--- src/sv/fsmi_pkg.sv ---
// package for the first substring match index block
// types, register codes and widths shared by the cells, the tracker and the top level
// no dependencies
`timescale 1ns / 1ps
`default_nettype none

package fsmi_pkg;

   localparam int PATTERN_MAX_DEFAULT = 32;
   localparam int BYTE_W              = 8;
   localparam int WORD_BYTES          = 8;
   localparam int POS_W               = 32;
   localparam int LEN_REG_W           = 6;
   localparam int CSR_INDEX_W         = 3;
   localparam int CSR_DATA_W          = 64;

   // configuration register indexes
   typedef enum logic [CSR_INDEX_W-1:0] {
      REG_PATTERN_LENGTH = 3'd0,
      REG_PATTERN_WORD_0 = 3'd1,
      REG_PATTERN_WORD_1 = 3'd2,
      REG_PATTERN_WORD_2 = 3'd3,
      REG_PATTERN_WORD_3 = 3'd4
   } fsmi_reg_type;

   // per-word control broadcast to every cell and the tracker
   typedef struct packed {
      logic take;
      logic is_end;
   } fsmi_ctrl_type;

endpackage

`default_nettype wire

--- src/sv/fsmi_cell.sv ---
// one pattern position of the match chain: pattern byte and progress bit
// depends on fsmi_pkg
`timescale 1ns / 1ps
`default_nettype none

module fsmi_cell
   import fsmi_pkg::*;
(
   input  wire logic              clock,
   input  wire logic              reset,
   input  wire logic              pat_wr,
   input  wire logic [BYTE_W-1:0] pat_data,
   input  wire logic              enable,
   input  wire logic              is_last,
   input  wire fsmi_ctrl_type     ctrl,
   input  wire logic [BYTE_W-1:0] text_byte,
   input  wire logic              prev_in,
   output logic                   progress_out,
   output logic                   hit
);

   logic [BYTE_W-1:0] pat_ff;
   logic              progress_ff;
   logic              progress_in;

   // pattern byte register, loaded from the configuration port
   always_ff @(posedge clock) begin
      if (reset) begin
         pat_ff <= '0;
      end else if (pat_wr) begin
         pat_ff <= pat_data;
      end
   end

   // progress extends when the previous position matched and this byte agrees
   assign progress_in = enable && prev_in && (pat_ff == text_byte);

   // completed match is flagged by the cell at the last used position
   assign hit = progress_in && is_last;

   always_ff @(posedge clock) begin
      if (reset) begin
         progress_ff <= 1'b0;
      end else if (ctrl.take) begin
         if (ctrl.is_end) begin
            progress_ff <= 1'b0;
         end else begin
            progress_ff <= progress_in;
         end
      end
   end

   assign progress_out = progress_ff;

endmodule

`default_nettype wire

--- src/sv/fsmi_tracker.sv ---
// text position counter, first hit record and result register
// depends on fsmi_pkg
`timescale 1ns / 1ps
`default_nettype none

module fsmi_tracker
   import fsmi_pkg::*;
#(
   parameter int LEN_W = LEN_REG_W
)
(
   input  wire logic             clock,
   input  wire logic             reset,
   input  wire fsmi_ctrl_type    ctrl,
   input  wire logic             hit,
   input  wire logic [LEN_W-1:0] used_len,
   input  wire logic             rsp_stall,
   output logic                  rsp_valid,
   output logic                  rsp_found,
   output logic [POS_W-1:0]      rsp_match_index
);

   logic             pos_max;
   logic [POS_W-1:0] position_ff;
   logic             hit_seen_ff;
   logic [POS_W-1:0] hit_index_ff;
   logic             rsp_valid_ff;
   logic             found_ff;
   logic [POS_W-1:0] index_ff;
   logic             len_zero;
   logic [POS_W-1:0] start_index;

   assign len_zero    = (used_len == '0);
   assign start_index = position_ff - POS_W'(used_len) + POS_W'(1);
   assign pos_max     = &position_ff;

   // position counter and first hit, cleared on the end word
   always_ff @(posedge clock) begin
      if (reset) begin
         position_ff  <= '0;
         hit_seen_ff  <= 1'b0;
         hit_index_ff <= '0;
      end else if (ctrl.take) begin
         if (ctrl.is_end) begin
            position_ff  <= '0;
            hit_seen_ff  <= 1'b0;
            hit_index_ff <= '0;
         end else begin
            if (!pos_max) begin
               position_ff <= position_ff + POS_W'(1);
            end
            if (!len_zero && hit && !hit_seen_ff) begin
               hit_seen_ff  <= 1'b1;
               hit_index_ff <= start_index;
            end
         end
      end
   end

   // result register, held until the receiver takes it
   always_ff @(posedge clock) begin
      if (reset) begin
         rsp_valid_ff <= 1'b0;
      end else if (ctrl.take && ctrl.is_end) begin
         rsp_valid_ff <= 1'b1;
      end else if (!rsp_stall) begin
         rsp_valid_ff <= 1'b0;
      end
   end

   always_ff @(posedge clock) begin
      if (ctrl.take && ctrl.is_end) begin
         found_ff <= len_zero || hit_seen_ff;
         index_ff <= (!len_zero && hit_seen_ff) ? hit_index_ff : '0;
      end
   end

   assign rsp_valid       = rsp_valid_ff;
   assign rsp_found       = found_ff;
   assign rsp_match_index = index_ff;

endmodule

`default_nettype wire

--- src/sv/first_substring_match_index.sv ---
// First substring match index. The text streams in one word per cycle on the
// req_ channel (req_text_byte, req_is_end) while req_stall is low; a word with
// req_is_end high closes the text. The pattern, up to PATTERN_MAX bytes, and
// its length are written through the csr_ port (index 0 length, 1 to 4 pattern
// words); csr_ready is always high. Write it only while no text is in flight.
// Each text word is broadcast to a row of cells, one per pattern position, that
// update their progress bits together, taking a word each unstalled cycle.
// Only the end word makes a result: rsp_found and rsp_match_index appear on the
// rsp_ channel in the cycle after the end word is accepted, and the search
// state is cleared for the next text at the same edge.
// While a result waits under rsp_stall, text words are still accepted; only a
// further end word is held back (req_stall) until the waiting result is taken.
// Reset clears the pattern, its length, the progress bits, the position counter
// and the result valid flag. The position counter saturates at its maximum.
// depends on fsmi_pkg, fsmi_cell, fsmi_tracker
`timescale 1ns / 1ps
`default_nettype none

module first_substring_match_index
   import fsmi_pkg::*;
#(
   parameter int PATTERN_MAX = PATTERN_MAX_DEFAULT
)
(
   input  wire logic                   clock,
   input  wire logic                   reset,
   input  wire logic                   req_valid,
   output logic                        req_stall,
   input  wire logic [BYTE_W-1:0]      req_text_byte,
   input  wire logic                   req_is_end,
   output logic                        rsp_valid,
   input  wire logic                   rsp_stall,
   output logic                        rsp_found,
   output logic [POS_W-1:0]            rsp_match_index,
   input  wire logic                   csr_valid,
   output logic                        csr_ready,
   input  wire logic [CSR_INDEX_W-1:0] csr_index,
   input  wire logic [CSR_DATA_W-1:0]  csr_wdata
);

   localparam int LEN_W = $clog2(PATTERN_MAX + 1);

   logic [LEN_REG_W-1:0]   pattern_length_ff;
   logic [LEN_W-1:0]       used_len;
   logic                   csr_fire;
   fsmi_ctrl_type          ctrl;
   logic [PATTERN_MAX:0]   chain;
   logic [PATTERN_MAX-1:0] hits;

   assign csr_ready = 1'b1;
   assign csr_fire  = csr_valid && csr_ready;

   // pattern length register
   always_ff @(posedge clock) begin
      if (reset) begin
         pattern_length_ff <= '0;
      end else if (csr_fire && csr_index == REG_PATTERN_LENGTH) begin
         pattern_length_ff <= csr_wdata[LEN_REG_W-1:0];
      end
   end

   // length clamped to the number of cells
   always_comb begin
      if (pattern_length_ff > LEN_REG_W'(PATTERN_MAX)) begin
         used_len = LEN_W'(PATTERN_MAX);
      end else begin
         used_len = LEN_W'(pattern_length_ff);
      end
   end

   // only an end word waits for the result register
   assign req_stall = rsp_valid && rsp_stall && req_is_end;
   assign ctrl.take   = req_valid && !req_stall;
   assign ctrl.is_end = req_is_end;

   // chain of match cells, position zero always has a matched predecessor
   assign chain[0] = 1'b1;

   for (genvar k = 0; k < PATTERN_MAX; k++) begin : g_cell
      localparam logic [CSR_INDEX_W-1:0] WORD_INDEX =
         CSR_INDEX_W'(int'(REG_PATTERN_WORD_0) + k / WORD_BYTES);
      localparam int LANE = k % WORD_BYTES;

      fsmi_cell u_cell (
         .clock        (clock),
         .reset        (reset),
         .pat_wr       (csr_fire && csr_index == WORD_INDEX),
         .pat_data     (csr_wdata[LANE*BYTE_W +: BYTE_W]),
         .enable       (LEN_W'(k) < used_len),
         .is_last      (used_len == LEN_W'(k + 1)),
         .ctrl         (ctrl),
         .text_byte    (req_text_byte),
         .prev_in      (chain[k]),
         .progress_out (chain[k+1]),
         .hit          (hits[k])
      );
   end

   fsmi_tracker #(
      .LEN_W (LEN_W)
   ) u_tracker (
      .clock           (clock),
      .reset           (reset),
      .ctrl            (ctrl),
      .hit             (|hits),
      .used_len        (used_len),
      .rsp_stall       (rsp_stall),
      .rsp_valid       (rsp_valid),
      .rsp_found       (rsp_found),
      .rsp_match_index (rsp_match_index)
   );

   // a new result appears only after an accepted end word
   a_result_from_end : assert property (@(posedge clock) disable iff (reset)
      $rose(rsp_valid) |-> $past(ctrl.take && ctrl.is_end))
      else $error("result without an end word");

   // the input stalls only while a result is pending
   a_stall_needs_result : assert property (@(posedge clock) disable iff (reset)
      req_stall |-> rsp_valid)
      else $error("input stalled with no pending result");

   // an empty pattern always reports a match
   a_empty_found : assert property (@(posedge clock) disable iff (reset)
      (ctrl.take && ctrl.is_end && used_len == '0) |=> (rsp_valid && rsp_found))
      else $error("empty pattern not reported as found");

   // a miss reports index zero
   a_miss_index_zero : assert property (@(posedge clock) disable iff (reset)
      (rsp_valid && !rsp_found) |-> (rsp_match_index == '0))
      else $error("nonzero index on a miss");

endmodule

`default_nettype wire
--- config.mk ---
export PLATFORM = sky130hd
export DESIGN_NAME = first_substring_match_index
export DESIGN_NICKNAME = d
export VERILOG_FILES = /design/src/sv/fsmi_pkg.sv /design/src/sv/fsmi_cell.sv /design/src/sv/fsmi_tracker.sv /design/src/sv/first_substring_match_index.sv
export SDC_FILE = /design/constraint.sdc
export NUM_CORES = 1
export LEC_CHECK = 0
export BUFFER_PORTS_ARGS = -buffer_cell sky130_fd_sc_hd__buf_2
export CAP_MARGIN = 20
export CORE_MARGIN = 2
export CORE_UTILIZATION = 65
export DETAILED_ROUTE_END_ITERATION = 8
export PLACE_DENSITY = 0.94
export SLEW_MARGIN = 10
export SYNTH_ARGS = -nofsm -noshare
export SYNTH_HDL_FRONTEND = slang
export SYNTH_SLANG_ARGS = --single-unit
--- constraint.sdc ---
create_clock -name clock -period 8.4 [get_ports clock]
set_clock_uncertainty 0.05 [all_clocks]
set_input_delay 2.52 -clock clock [delete_from_list [all_inputs] [get_ports clock]]
set_output_delay 2.52 -clock clock [all_outputs]
set_load 0.005 [all_outputs]
==> qor.yml <==
status: "finished, final reports clean"
rsz0062_at_grt: "no"
routed_wl_mm: 54.8
ant_nets: 0
clk_path_buf_depth: 3
first_iter_violations: 2156
p_leak_nw: 7.62
slew-limit-headroom_pct: 21.4
finalCritPeriodShare_pct: 70.1
cap_violations: 0
fin_setup_tns_ps: 0
diodes: 0
postCtsResizedCells: 0
cp_data_required_time_ps: 5830
io_pins: 117
tightest_slew_ps: 1180
rows: 63
ys.flop_type: "dfxtp_1"
max_freq_mhz: 170
period_minus_slack_ps: 5890
firstDrtPassIters: 8
power_density_mw_per_mm2: 193
yosysUniqueCellTypes: 70
cp.arrival_ps: 3320
cpPeakStageDelay_ps: 390
path_max_fanout: 17
vias: 17700
crit_path_end_kind: "output port"
areaGrowthSynthToFinish_pct: 9.49
cts_root_buffer: "clkbuf_16"
synth_area_per_cell_um2: 8.20
clk_latency_ps: 540
hp-start: "g_cell[2].u_cell.progress_out"
power_mw: 4.10
start_util_pct: 65.8
hold_buffers: 0
cts_htree_levels: 2
die_area_mm2: 0.0312
hold_viol_final: 0
final_util_pct: 72.0
cts_sinks: 392
drv_slew: 0
drc: 0
die_h_um: 177
gr-total-overflow: 0
cp-start-kind: "primary input"
syn_nets: 2508
layout.nets: 2525
grt_max_degree: 137
dp_hpwl_mm: 34.3
ir_drop_uv: 150
yosys_warnings: 0
postSynth.asyncResetShare_pct: 0
port_buffers: 115
cts_setup_buffers: 0
cp-startpoint: "req_is_end"
cts_tree: "done"
critPathKind: "primary input to output port"
post-place-ws_ps: 1860
grt_usage_pct: 34.5
viasPerCell: 6.30
ys_seq_area_share_pct: 42.2
min_path_type: "flip-flop to flip-flop"
crit_top_cell: "buf_2"
place.gp.congestion: 0.926
ys_ff_latch: 392
grt_pass1_vias: 17500
antenna_found_initial: 0
cts_buffers: 40
post_drt_wl_per_cell_um: 19.5
setup_violations: 0
clkSlewWorstSetupHoldPaths_ps: 70
grt_pass1_wl_mm: 87.0
synth-edff-count: 33
drive_gt1_share_pct: 8.99
worst_slack_ps: 2510
core_area_mm2: 0.0295
reg2reg_from: "pattern_length_ff[5]"
whs_ps: 405
syn_inst: 2364
critical_path.cell_chain: "buf_2, nand3_1, inv_1, buf_2"
crit_slowest_cell: "buf_2"
die_w_um: 177
synth_area_mm2: 0.0194
[placed cells by master (no fill, tap or decap), types with 5 or more instances in the layout]
cell	Yosys	final
or3_1	5	5
ha_1	62	62
a21oi_1	319	319
xor2_1	51	51
clkbuf_1	98	6
and3_1	40	38
clkinv_2	0	9
nor2b_1	6	6
clkbuf_16	0	41
clkbuf_8	0	6
nor4_1	28	28
o21ai_0	18	18
dfxtp_1	359	359
buf_4	17	16
a21o_1	17	17
a22o_1	34	34
xnor2_1	259	259
and2_1	5	5
o211ai_1	5	5
nand2_1	587	587
nand3_1	69	67
inv_1	36	36
clkinv_1	1	5
o31ai_1	6	6
edfxtp_1	33	33
buf_2	21	114
o21bai_1	5	5
a211oi_1	5	5
nand4_1	57	57
nand2b_1	10	10
nor2_1	92	89
nor3_1	30	30
mux2i_1	6	6
[registers in the layout, indices dropped and copies added (netlist names)]
signal / count
u_tracker.hit_index_ff: 32
u_tracker.position_ff: 32
u_tracker.hit_seen_ff: 1
g_cell.u_cell.pat_ff: 256
u_tracker.rsp_valid: 1
pattern_length_ff: 6
u_tracker.rsp_found: 1
u_tracker.rsp_match_index: 32
g_cell.u_cell.progress_out: 31
[worst max-delay path: cells and delay by family]
| family | cells | cell delay [ps] |
|---|---|---|
| buffers and inverters | 3 | 570 |
| and+or+nand+nor | 1 | 220 |
[through the flow]
step	cell area, µm²	instances
3_3_place_gp	19900	2728
3_5_place_dp	19900	2728
6_report	21200	2803
5_1_grt	21200	2803
4_1_cts	21200	2802
2_1_floorplan	19400	2364
[cell usage after synthesis (36+ instances only)]
cell type    n  area, µm²
inv_1       36        135
nand4_1     57        357
xnor2_1    259       2270
clkbuf_1    98        368
dfxtp_1    359       7190
and3_1      40        250
nor2_1      92        345
nand2_1    587       2200
ha_1        62        776
nand3_1     69        345
a21oi_1    319       1600
xor2_1      51        447
[routing by layer]
metal  up-vias  track usage (%)  share of wire, %  wire [µm]
li1       7988                -                 -          -
met4         0             20.1               6.0       3270
met3       335             5.73                10       5530
met1      8161             40.0                36      19800
met2      1181             60.1                48      26200
met5         -                0                 0          0
[path summary, 6_finish.rpt]
path / slack (ps) / to / depth (start not counted)
min: 400 / g_cell[2].u_cell.progress_out / 2
min reg2reg: 400 / g_cell[2].u_cell.progress_out / 2
max: 2510 / req_stall / 4
max reg2reg: 3400 / u_tracker.hit_index_ff[31] / 16
[cell type report]
| class | count | area (µm²) |
|---|---|---|
| inverters | 38 | 143 |
| flip-flops and latches | 392 | 8180 |
| multi-input cells | 1777 | 10400 |
| well taps | 390 | 488 |
| fillers | 2061 | 8250 |
| clock inverters | 22 | 220 |
| repair buffers | 132 | 719 |
| clock buffers | 52 | 1120 |
[power by group]
part           internal [mW]  leakage [nW]  switching, mW
clock network           1.06         0.656          0.750
registers               1.92          3.22         0.0252
logic                  0.117          3.75          0.224
[cells by family (layout without fill, tap and decap cells)]
kind of cell | Yosys count | in the layout | synth area share, %
AND/OR/NAND/NOR | 952 | 952 | 21.6
AO/OA/AOI/OAI | 444 | 444 | 13.2
other | 1 | 1 | 0.0193
multiplexers | 7 | 7 | 0.368
buffers and inverters | 195 | 244 | 4.55
adder cells (fa/ha/maj) | 63 | 63 | 4.10
XOR/XNOR | 310 | 310 | 14.0
flip-flops | 392 | 392 | 42.2
Note: power is estimated with default switching activity, not from simulation.
